**src/rtl/core/pidu_pkg.sv**
```systemverilog
// Shared constants, microcode format and program of the perturbation index decoder.
`timescale 1ns / 1ps

package pidu_pkg;

	// Field and register widths
	localparam int WORD_W     = 32;
	localparam int LS_W       = 11;
	localparam int TW_W       = 23;
	localparam int TB_W       = 13;
	localparam int CFG_IDX_W  = 3;
	localparam int CFG_DATA_W = 23;
	localparam int STEP_W     = 2;
	localparam int RNODE_W    = 10;
	localparam int WIDX_W     = 5;
	localparam int BOFF_W     = 5;
	localparam int DELTA_W    = 2;

	// Register indexes
	localparam int LAYER_REGS = 5;
	localparam logic [CFG_IDX_W-1:0] REG_TOTAL_WEIGHT = 3'd5;
	localparam logic [CFG_IDX_W-1:0] REG_TOTAL_BIAS   = 3'd6;

	// Parameter defaults
	localparam int DEF_MAX_LAYERS      = 5;
	localparam int DEF_MAX_LAYER_NODES = 1024;
	localparam int DEF_WORD_BITS       = 32;

	localparam logic [DELTA_W-1:0] DELTA_PLUS  = 2'b01;
	localparam logic [DELTA_W-1:0] DELTA_MINUS = 2'b11;

	localparam int PC_W = 4;

	typedef enum logic [3:0] {
		OP_IDLE,
		OP_MODLOAD,
		OP_DIV,
		OP_WALKINIT,
		OP_SIZE,
		OP_TEST,
		OP_BRANCH,
		OP_NDLOAD,
		OP_WDLOAD,
		OP_OUT
	} op_t;

	typedef enum logic [2:0] {
		COND_NEXT,
		COND_ACCEPT,
		COND_DIV,
		COND_MORE,
		COND_BIAS,
		COND_OUT
	} cond_t;

	typedef struct packed {
		op_t             op;
		cond_t           cond;
		logic [PC_W-1:0] target;
	} uword_t;

	// Datapath status seen by the sequencer
	typedef struct packed {
		logic div_last;
		logic walk_more;
		logic bias;
		logic out_free;
	} dp_status_t;

	localparam logic [PC_W-1:0] PC_IDLE = 4'd0;
	localparam logic [PC_W-1:0] PC_SIZE = 4'd4;
	localparam logic [PC_W-1:0] PC_OUT  = 4'd10;

	function automatic uword_t ucode(input logic [PC_W-1:0] pc);
		uword_t w;
		w = '{op: OP_IDLE, cond: COND_ACCEPT, target: PC_IDLE};
		unique case (pc)
			4'd0:  w = '{op: OP_IDLE,     cond: COND_ACCEPT, target: PC_IDLE};
			4'd1:  w = '{op: OP_MODLOAD,  cond: COND_NEXT,   target: PC_IDLE};
			4'd2:  w = '{op: OP_DIV,      cond: COND_DIV,    target: PC_IDLE};
			4'd3:  w = '{op: OP_WALKINIT, cond: COND_NEXT,   target: PC_IDLE};
			4'd4:  w = '{op: OP_SIZE,     cond: COND_NEXT,   target: PC_IDLE};
			4'd5:  w = '{op: OP_TEST,     cond: COND_MORE,   target: PC_SIZE};
			4'd6:  w = '{op: OP_BRANCH,   cond: COND_BIAS,   target: PC_OUT};
			4'd7:  w = '{op: OP_NDLOAD,   cond: COND_NEXT,   target: PC_IDLE};
			4'd8:  w = '{op: OP_DIV,      cond: COND_DIV,    target: PC_IDLE};
			4'd9:  w = '{op: OP_WDLOAD,   cond: COND_NEXT,   target: PC_IDLE};
			4'd10: w = '{op: OP_OUT,      cond: COND_OUT,    target: PC_IDLE};
			default: w = '{op: OP_IDLE,   cond: COND_ACCEPT, target: PC_IDLE};
		endcase
		return w;
	endfunction

endpackage

```
**src/rtl/core/pidu_cfg_regs.sv**
```systemverilog
// Configuration registers with effective layer sizes and totals.
`timescale 1ns / 1ps

module pidu_cfg_regs
	import pidu_pkg::*;
#(
	parameter int MAX_LAYERS      = DEF_MAX_LAYERS,
	parameter int MAX_LAYER_NODES = DEF_MAX_LAYER_NODES,
	localparam int NODE_W = $clog2(MAX_LAYER_NODES + 1),
	localparam int LIDX_W = $clog2(MAX_LAYERS)
) (
	input  logic                  clk,
	input  logic                  arst_n,
	input  logic                  cfg_wr_en,
	input  logic [CFG_IDX_W-1:0]  cfg_index,
	input  logic [CFG_DATA_W-1:0] cfg_data,
	input  logic [LIDX_W-1:0]     rd_idx,
	output logic [NODE_W-1:0]     eff_first,
	output logic [NODE_W-1:0]     eff_rd,
	output logic [TW_W-1:0]       tot_weight,
	output logic [TB_W-1:0]       tot_bias
);

	logic [LS_W-1:0]   layer_size_q [MAX_LAYERS];
	logic [TW_W-1:0]   tot_weight_q;
	logic [TB_W-1:0]   tot_bias_q;
	logic [NODE_W-1:0] eff [MAX_LAYERS];

	always_ff @(posedge clk or negedge arst_n) begin
		if (!arst_n) begin
			for (int i = 0; i < MAX_LAYERS; i++) begin
				layer_size_q[i] <= LS_W'(1);
			end
			tot_weight_q <= TW_W'(1);
			tot_bias_q   <= TB_W'(1);
		end else if (cfg_wr_en) begin
			for (int i = 0; i < MAX_LAYERS; i++) begin
				if (i < LAYER_REGS && cfg_index == CFG_IDX_W'(i)) begin
					layer_size_q[i] <= cfg_data[LS_W-1:0];
				end
			end
			if (cfg_index == REG_TOTAL_WEIGHT) begin
				tot_weight_q <= cfg_data[TW_W-1:0];
			end
			if (cfg_index == REG_TOTAL_BIAS) begin
				tot_bias_q <= cfg_data[TB_W-1:0];
			end
		end
	end

	// Zero acts as one, oversize clamps to the node limit
	always_comb begin
		for (int i = 0; i < MAX_LAYERS; i++) begin
			if (layer_size_q[i] == '0) begin
				eff[i] = NODE_W'(1);
			end else if (32'(layer_size_q[i]) > MAX_LAYER_NODES) begin
				eff[i] = NODE_W'(MAX_LAYER_NODES);
			end else begin
				eff[i] = NODE_W'(layer_size_q[i]);
			end
		end
	end

	assign eff_first  = eff[0];
	assign eff_rd     = eff[rd_idx];
	assign tot_weight = (tot_weight_q == '0) ? TW_W'(1) : tot_weight_q;
	assign tot_bias   = (tot_bias_q == '0) ? TB_W'(1) : tot_bias_q;

endmodule

```
**src/rtl/core/pidu_sequencer.sv**
```systemverilog
// Microcode sequencer: step counter, control store and jump logic.
`timescale 1ns / 1ps

module pidu_sequencer
	import pidu_pkg::*;
(
	input  logic       clk,
	input  logic       arst_n,
	input  logic       in_valid,
	input  dp_status_t status,
	output op_t        op,
	output logic       in_ready
);

	logic [PC_W-1:0] pc_q;
	logic [PC_W-1:0] pc_d;
	uword_t          uw;

	assign uw       = ucode(pc_q);
	assign op       = uw.op;
	assign in_ready = (uw.op == OP_IDLE);

	always_comb begin
		pc_d = PC_W'(pc_q + 1'b1);
		unique case (uw.cond)
			COND_NEXT: begin
			end
			COND_ACCEPT: begin
				if (!in_valid) pc_d = pc_q;
			end
			COND_DIV: begin
				if (!status.div_last) pc_d = pc_q;
			end
			COND_MORE: begin
				if (status.walk_more) pc_d = uw.target;
			end
			COND_BIAS: begin
				if (status.bias) pc_d = uw.target;
			end
			COND_OUT: begin
				pc_d = status.out_free ? uw.target : pc_q;
			end
			default: pc_d = PC_IDLE;
		endcase
	end

	always_ff @(posedge clk or negedge arst_n) begin
		if (!arst_n) begin
			pc_q <= PC_IDLE;
		end else begin
			pc_q <= pc_d;
		end
	end

endmodule

```
**src/rtl/core/pidu_datapath.sv**
```systemverilog
// Datapath: shared restoring divider, layer walk and output register.
`timescale 1ns / 1ps

module pidu_datapath
	import pidu_pkg::*;
#(
	parameter int MAX_LAYERS      = DEF_MAX_LAYERS,
	parameter int MAX_LAYER_NODES = DEF_MAX_LAYER_NODES,
	parameter int WORD_BITS       = DEF_WORD_BITS,
	localparam int NODE_W = $clog2(MAX_LAYER_NODES + 1),
	localparam int LIDX_W = $clog2(MAX_LAYERS)
) (
	input  logic               clk,
	input  logic               arst_n,
	input  op_t                op,
	input  logic               in_valid,
	input  logic               mode,
	input  logic [WORD_W-1:0]  random_word,
	input  logic               sign_bit,
	input  logic [NODE_W-1:0]  eff_first,
	input  logic [NODE_W-1:0]  eff_rd,
	input  logic [TW_W-1:0]    tot_weight,
	input  logic [TB_W-1:0]    tot_bias,
	output logic [LIDX_W-1:0]  rd_idx,
	output dp_status_t         status,
	output logic               out_valid,
	input  logic               out_ready,
	output logic               kind,
	output logic [STEP_W-1:0]  layer_step,
	output logic [RNODE_W-1:0] right_node,
	output logic [WIDX_W-1:0]  word_index,
	output logic [BOFF_W-1:0]  bit_offset,
	output logic [DELTA_W-1:0] bias_delta
);

	localparam int SIZE_W  = 2 * NODE_W;
	localparam int CMP_W   = (SIZE_W > WORD_W) ? SIZE_W : WORD_W;
	localparam int CNT_W   = $clog2(WORD_W + 1);
	// Quotient bits of the node divide: value < 2**NODE_QW times divisor
	localparam int NODE_QW = $clog2(MAX_LAYER_NODES);
	// WORD_BITS is a power of two: split the word index and bit offset by shift and mask
	localparam int               WB_SH   = $clog2(WORD_BITS);
	localparam logic [WORD_W-1:0] WB_MASK = WORD_W'(WORD_BITS - 1);

	logic               mode_q;
	logic               sign_q;
	logic [WORD_W-1:0]  val_q;
	logic [WORD_W-1:0]  rem_q;
	logic [WORD_W-1:0]  quo_q;
	logic [WORD_W-1:0]  dvsr_q;
	logic [CNT_W-1:0]   cnt_q;
	logic [LIDX_W-1:0]  s_q;
	logic [NODE_W-1:0]  cur_q;
	logic [NODE_W-1:0]  next_q;
	logic [SIZE_W-1:0]  size_q;
	logic [RNODE_W-1:0] rnode_q;
	logic               out_valid_q;

	logic [WORD_W:0] div_sh;
	logic            div_ge;
	logic [WORD_W:0] div_sub;
	logic [CMP_W-1:0] val_x;
	logic [CMP_W-1:0] size_x;
	logic            fits;
	logic            last;
	logic            out_free;

	assign div_sh  = {rem_q, quo_q[WORD_W-1]};
	assign div_ge  = div_sh >= {1'b0, dvsr_q};
	assign div_sub = div_sh - {1'b0, dvsr_q};

	assign val_x  = CMP_W'(val_q);
	assign size_x = CMP_W'(size_q);
	assign fits   = val_x < size_x;
	assign last   = (s_q == LIDX_W'(MAX_LAYERS - 2));

	assign rd_idx   = LIDX_W'(s_q + 1'b1);
	assign out_free = !out_valid_q || out_ready;

	assign status.div_last  = (cnt_q == CNT_W'(1));
	assign status.walk_more = !fits && !last;
	assign status.bias      = mode_q;
	assign status.out_free  = out_free;

	always_ff @(posedge clk) begin
		unique case (op)
			OP_IDLE: begin
				if (in_valid) begin
					mode_q <= mode;
					sign_q <= sign_bit;
					quo_q  <= random_word;
				end
			end
			OP_MODLOAD: begin
				rem_q  <= '0;
				cnt_q  <= CNT_W'(WORD_W);
				dvsr_q <= mode_q ? WORD_W'(tot_bias) : WORD_W'(tot_weight);
			end
			OP_DIV: begin
				rem_q <= div_ge ? div_sub[WORD_W-1:0] : div_sh[WORD_W-1:0];
				quo_q <= {quo_q[WORD_W-2:0], div_ge};
				cnt_q <= CNT_W'(cnt_q - 1'b1);
			end
			OP_WALKINIT: begin
				val_q <= rem_q;
				s_q   <= '0;
				cur_q <= eff_first;
			end
			OP_SIZE: begin
				next_q <= eff_rd;
				size_q <= mode_q ? SIZE_W'(eff_rd) : SIZE_W'(cur_q) * SIZE_W'(eff_rd);
			end
			OP_TEST: begin
				if (!fits) begin
					if (last) begin
						// saturate to the last element of the final step
						val_q <= WORD_W'(size_x - 1'b1);
					end else begin
						val_q <= WORD_W'(val_x - size_x);
						s_q   <= LIDX_W'(s_q + 1'b1);
						cur_q <= next_q;
					end
				end
			end
			OP_BRANCH: begin
				rnode_q <= val_q[RNODE_W-1:0];
			end
			OP_NDLOAD: begin
				dvsr_q <= WORD_W'(next_q);
				rem_q  <= val_q >> NODE_QW;
				quo_q  <= val_q << (WORD_W - NODE_QW);
				cnt_q  <= CNT_W'(NODE_QW);
			end
			OP_WDLOAD: begin
				rnode_q <= quo_q[RNODE_W-1:0];
				quo_q   <= rem_q >> WB_SH;
				rem_q   <= rem_q & WB_MASK;
			end
			OP_OUT: begin
				if (out_free) begin
					kind       <= mode_q;
					layer_step <= STEP_W'(s_q);
					right_node <= rnode_q;
					word_index <= mode_q ? '0 : quo_q[WIDX_W-1:0];
					bit_offset <= mode_q ? '0 : rem_q[BOFF_W-1:0];
					bias_delta <= mode_q ? (sign_q ? DELTA_PLUS : DELTA_MINUS) : '0;
				end
			end
			default: begin
			end
		endcase
	end

	always_ff @(posedge clk or negedge arst_n) begin
		if (!arst_n) begin
			out_valid_q <= 1'b0;
		end else if (op == OP_OUT && out_free) begin
			out_valid_q <= 1'b1;
		end else if (out_ready) begin
			out_valid_q <= 1'b0;
		end
	end

	assign out_valid = out_valid_q;

endmodule

```
**src/rtl/core/perturbation_index_decoder_unit.sv**
```systemverilog
// An accepted item is reduced modulo the weight or bias total; the layer walk then finds its
// step, advancing at most MAX_LAYERS - 2 times. A weight item is then divided by the right
// layer size. The shared divider gives one quotient bit per cycle for both divides.
// Throughput: one item at a time; the next item is taken the cycle after the result
// register loads, while the result waits; a result not yet taken holds the next one.
// Reset: asynchronous, active low; config registers go to 1, sequencer to idle, output empty.
`timescale 1ns / 1ps

module perturbation_index_decoder_unit
	import pidu_pkg::*;
#(
	parameter int MAX_LAYERS      = DEF_MAX_LAYERS,
	parameter int MAX_LAYER_NODES = DEF_MAX_LAYER_NODES,
	parameter int WORD_BITS       = DEF_WORD_BITS
) (
	input  logic                  clk,
	input  logic                  arst_n,
	input  logic                  cfg_wr_en,
	input  logic [CFG_IDX_W-1:0]  cfg_index,
	input  logic [CFG_DATA_W-1:0] cfg_data,
	input  logic                  in_valid,
	output logic                  in_ready,
	input  logic                  mode,
	input  logic [WORD_W-1:0]     random_word,
	input  logic                  sign_bit,
	output logic                  out_valid,
	input  logic                  out_ready,
	output logic                  kind,
	output logic [STEP_W-1:0]     layer_step,
	output logic [RNODE_W-1:0]    right_node,
	output logic [WIDX_W-1:0]     word_index,
	output logic [BOFF_W-1:0]     bit_offset,
	output logic [DELTA_W-1:0]    bias_delta
);

	localparam int NODE_W = $clog2(MAX_LAYER_NODES + 1);
	localparam int LIDX_W = $clog2(MAX_LAYERS);

	op_t               op;
	dp_status_t        status;
	logic [LIDX_W-1:0] rd_idx;
	logic [NODE_W-1:0] eff_first;
	logic [NODE_W-1:0] eff_rd;
	logic [TW_W-1:0]   tot_weight;
	logic [TB_W-1:0]   tot_bias;

	pidu_cfg_regs #(
		.MAX_LAYERS      (MAX_LAYERS),
		.MAX_LAYER_NODES (MAX_LAYER_NODES)
	) u_cfg (
		.clk        (clk),
		.arst_n     (arst_n),
		.cfg_wr_en  (cfg_wr_en),
		.cfg_index  (cfg_index),
		.cfg_data   (cfg_data),
		.rd_idx     (rd_idx),
		.eff_first  (eff_first),
		.eff_rd     (eff_rd),
		.tot_weight (tot_weight),
		.tot_bias   (tot_bias)
	);

	pidu_sequencer u_seq (
		.clk      (clk),
		.arst_n   (arst_n),
		.in_valid (in_valid),
		.status   (status),
		.op       (op),
		.in_ready (in_ready)
	);

	pidu_datapath #(
		.MAX_LAYERS      (MAX_LAYERS),
		.MAX_LAYER_NODES (MAX_LAYER_NODES),
		.WORD_BITS       (WORD_BITS)
	) u_dp (
		.clk         (clk),
		.arst_n      (arst_n),
		.op          (op),
		.in_valid    (in_valid),
		.mode        (mode),
		.random_word (random_word),
		.sign_bit    (sign_bit),
		.eff_first   (eff_first),
		.eff_rd      (eff_rd),
		.tot_weight  (tot_weight),
		.tot_bias    (tot_bias),
		.rd_idx      (rd_idx),
		.status      (status),
		.out_valid   (out_valid),
		.out_ready   (out_ready),
		.kind        (kind),
		.layer_step  (layer_step),
		.right_node  (right_node),
		.word_index  (word_index),
		.bit_offset  (bit_offset),
		.bias_delta  (bias_delta)
	);

endmodule
```
**config.mk**
```make
export PLATFORM = sky130hd
export DESIGN_NAME = perturbation_index_decoder_unit
export DESIGN_NICKNAME = d
export VERILOG_FILES = /design/src/rtl/core/pidu_pkg.sv /design/src/rtl/core/pidu_cfg_regs.sv /design/src/rtl/core/pidu_sequencer.sv /design/src/rtl/core/pidu_datapath.sv /design/src/rtl/core/perturbation_index_decoder_unit.sv
export SDC_FILE = /design/constraint.sdc
export NUM_CORES = 1
export LEC_CHECK = 0
export ABC_AREA = 1
export BUFFER_PORTS_ARGS = -buffer_cell sky130_fd_sc_hd__buf_2
export CORE_MARGIN = 2
export CORE_UTILIZATION = 50
export CTS_CLUSTER_DIAMETER = 60
export DETAILED_ROUTE_END_ITERATION = 10
export HOLD_SLACK_MARGIN = 0.08
export PLACE_DENSITY_LB_ADDON = 0.05
export SLEW_MARGIN = 20
export SYNTH_ARGS = -nofsm -noshare
export SYNTH_HDL_FRONTEND = slang
export SYNTH_SLANG_ARGS = --single-unit
```
**constraint.sdc**
```tcl
create_clock -name clk -period 8.05 [get_ports clk]
set_input_delay 0.805 -clock clk [delete_from_list [all_inputs] [get_ports clk]]
set_output_delay 0.805 -clock clk [all_outputs]
set_load 0.005 [all_outputs]
```
==> results.md <==
- Sequential share of the synthesized area: 39.28%
- Max Slew Vio Count: 0
- TritonCTS clock tree: done
- Post-route ant nets: 0
- Met2 Use GR: 52.93%
- Top Ports: 92
- Max_slew headroom: 31.68%
- Layout area overhead: 10.26%
- Ys Warns: 0
- PostCTS Resize Cnt: 0
- Die width: 214.3 um
- Number of buffers created by CTS: 39
- Seq cells post-synth: 305
- RSZ-0062 raised after global routing: no
- Hold slack final: 0.2462 ns
- Startpoint types: flop
- Slowest cell on the critical path: edfxtp_1
- Crit share post-route: 90.49%
- Clock sink count: 305
- Hold WC Path Type: input pin to asynchronous set/reset pin
- Setup TNS: 0 ns
- Initial antenna violation count: 1
- Via count: 19340
- CTS H-tree lvls: 2
- Commonest non-fill, non-tap cell in the layout: nand2_1
- WP data required: 8.36 ns
- Mean Syn Cell Area: 7.955 sq um
- PortBufs: 91
- Sequential Area: 8687 sq um
- Slowest stage delay, CP: 0.59 ns
- Pre-CTS setup slack: 0.8096 ns
- Worst skew pair latency: 0.57 ns
- Clock root cell: clkbuf_16
- Worst-path clk slew: 0.06 ns
- GPL Wtd Cong: 0.9805
- First-pass GRT wire length: 109600 um
- Post-synth design cell area: 22120 sq um
- Critical path cell sequence: ha_1 -> nor2_1 -> inv_1 -> a211oi_2 -> nand2_1 -> nand2_2 -> nand2_1 -> fa_1 -> inv_1 -> fa_1 -> fa_1 -> fa_1 -> inv_1 -> fa_1 -> inv_1 -> ha_1 -> nand2_1 -> nor2_1 -> inv_1 -> o21ai_0 -> a21boi_0 -> o21ai_0 -> a21oi_1
- Final worst path period need: 7.285 ns
- Final WS setup: 0.7652 ns
- Core Area: 43930 sq um
- Die Area: 45930 sq um
- Final wirelength: 70470 um
- Crit-path max FO: 14
- Via/cell ratio: 5.568
- F_max: 137.3 MHz
- Design Area, Final: 24390 sq um
- Die H: 214.3 um
- Mapped Nets: 3041
- Placed inst area: 23060 sq um
- Worst-Margin Slew: 1.022 ns
- Post-synthesis cell count: 2780
- Drt first pass iters: 6
- Total GRT Usage: 30.99%
- Area leader, netlist: edfxtp_1
- Gr busiest metal: met2
- Setup Crit Path Kind: flop to flop
- Fill cells: 4287
- Row count: 77
- Critical Path End Type: flop
- Worst EP arrival: 7.59 ns
- Total global routing overflow: 0
- Commonest non-fill, non-tap cells in the layout: nand2_1, inv_1, nor2_1
- Wire length per cell: 20.28 um
- Pin count of the biggest net entering global routing: 53
- Post-CTS Hold Buffers: 0
- Multi-input gate area: 11560 sq um
- Met3 Usage GRT: 4.128%
- DR iter-0 viols: 1732
- Max Root-Sink Buffers: 3
- Share of post-route cells with drive strength above 1: 8.886%
- Final setup violation count: 0
- Detailed Place HPWL: 54740 um
- Post-CTS Setup Inserts: 0
- Synth top area cells: edfxtp_1, nand2_1, dfrtp_1, fa_1, inv_1
- Initial Utilization: 50.34%
- Met1 Resource Use GR: 40.18%
- DRC: 0
- Area share of the largest cell type after synthesis: 28.38%
- Setup Skew: 0.02253 ns
- Synth cell types: 54
- Outcome: complete, no violations
- Final hold vios: 0
- Vias in the first global route: 19060
- Final nets: 3112
- MaxCap Viol Count: 0
==> cells in the mapped netlist, drive strengths merged <==
library cell	count
o31ai	1
nor4	10
nand4	20
o22ai	5
nor3	35
a211o	1
o21a	11
edfxtp	209
nand3	192
a221oi	1
dfstp	7
or2	11
o21bai	4
buf	41
xor2	20
inv	401
a21oi	166
nand3b	7
a21boi	13
dfrtp	89
nor2	309
nand2	700
clkinv	3
o211ai	17
xnor2	19
a31oi	7
o221ai	10
and3	1
a22oi	15
a21o	6
a211oi	2
clkbuf	34
o21ai	215
ha	114
fa	82
and2	2
==> sequential cells by signal (all words and copies together), names as in the netlist, 4 cells and up <==
register / cells
u_dp.bit_offset: 5
u_cfg.tot_bias_q: 13
u_dp.cnt_q: 6
u_dp.right_node: 10
u_dp.size_q: 22
u_dp.quo_q: 32
u_dp.dvsr_q: 23
u_cfg.layer_size_q: 55
u_seq.pc_q: 4
u_dp.next_q: 11
u_dp.word_index: 5
u_dp.val_q: 32
u_dp.cur_q: 11
u_cfg.tot_weight_q: 23
u_dp.rem_q: 32
u_dp.rnode_q: 10
==> cell families after synthesis <==
kind of cell | Yosys count | synth area share, %
buf+inv | 479 | 8.582
simple gates | 1287 | 24.52
compound gates | 474 | 12.20
fa+ha+maj | 196 | 13.87
xor+xnor | 39 | 1.544
flops | 305 | 39.28
==> path summary, 6_finish.rpt <==
check / to / startpoint / slack (ns) / cells after the start
setup reg to reg: u_dp.size_q[14] / u_dp.s_q[0] / 0.77 / 23
hold / removal: u_cfg.layer_size_q[19] / arst_n / 0.25 / 1
min in group clk: u_dp.mode_q / mode / 0.41 / 1
setup / recovery: u_dp.size_q[14] / u_dp.s_q[0] / 0.77 / 23
max in group asynchronous: u_cfg.layer_size_q[4] / arst_n / 6.69 / 2
hold reg to reg: u_dp.right_node[7] / u_dp.rnode_q[7] / 0.43 / 0
==> per-stage QoR <==
step                util (%)  instances
detailed placement     52.49       3401
floorplan                  -       2780
global placement       52.49       3401
global route           55.50       3473
finish                 55.51       3474
CTS                    55.44       3472
==> layer usage <==
metal  share of wire [%]  vias to the layer above
li1                    -                     9276
met5                   0                        -
met4                 4.1                        0
met3                 5.5                      127
met2                  48                      640
met1                  42                     9301
==> critical path, delay by kind of cell, from the launching register on <==
family,cells,cell delay [ns]
compound gates,5,1.20
simple gates,6,1.43
flops,1,0.59
fa+ha+maj,7,3.42
buf+inv,5,0.38
==> layout make-up <==
type	count	share of cell area, %
Sequential cell	305	35.62
Clock inverter	24	1.011
Inverter	404	6.229
Timing Repair Buffer	105	2.391
Multi-Input combinational cell	1996	47.40
Tap cell	592	3.037
Antenna cell	1	0.01026
Clock buffer	47	4.294
Power is left out: the tool's default activity adds up to more than one toggle a clock period on the data nets, which glitch-free logic cannot reach.
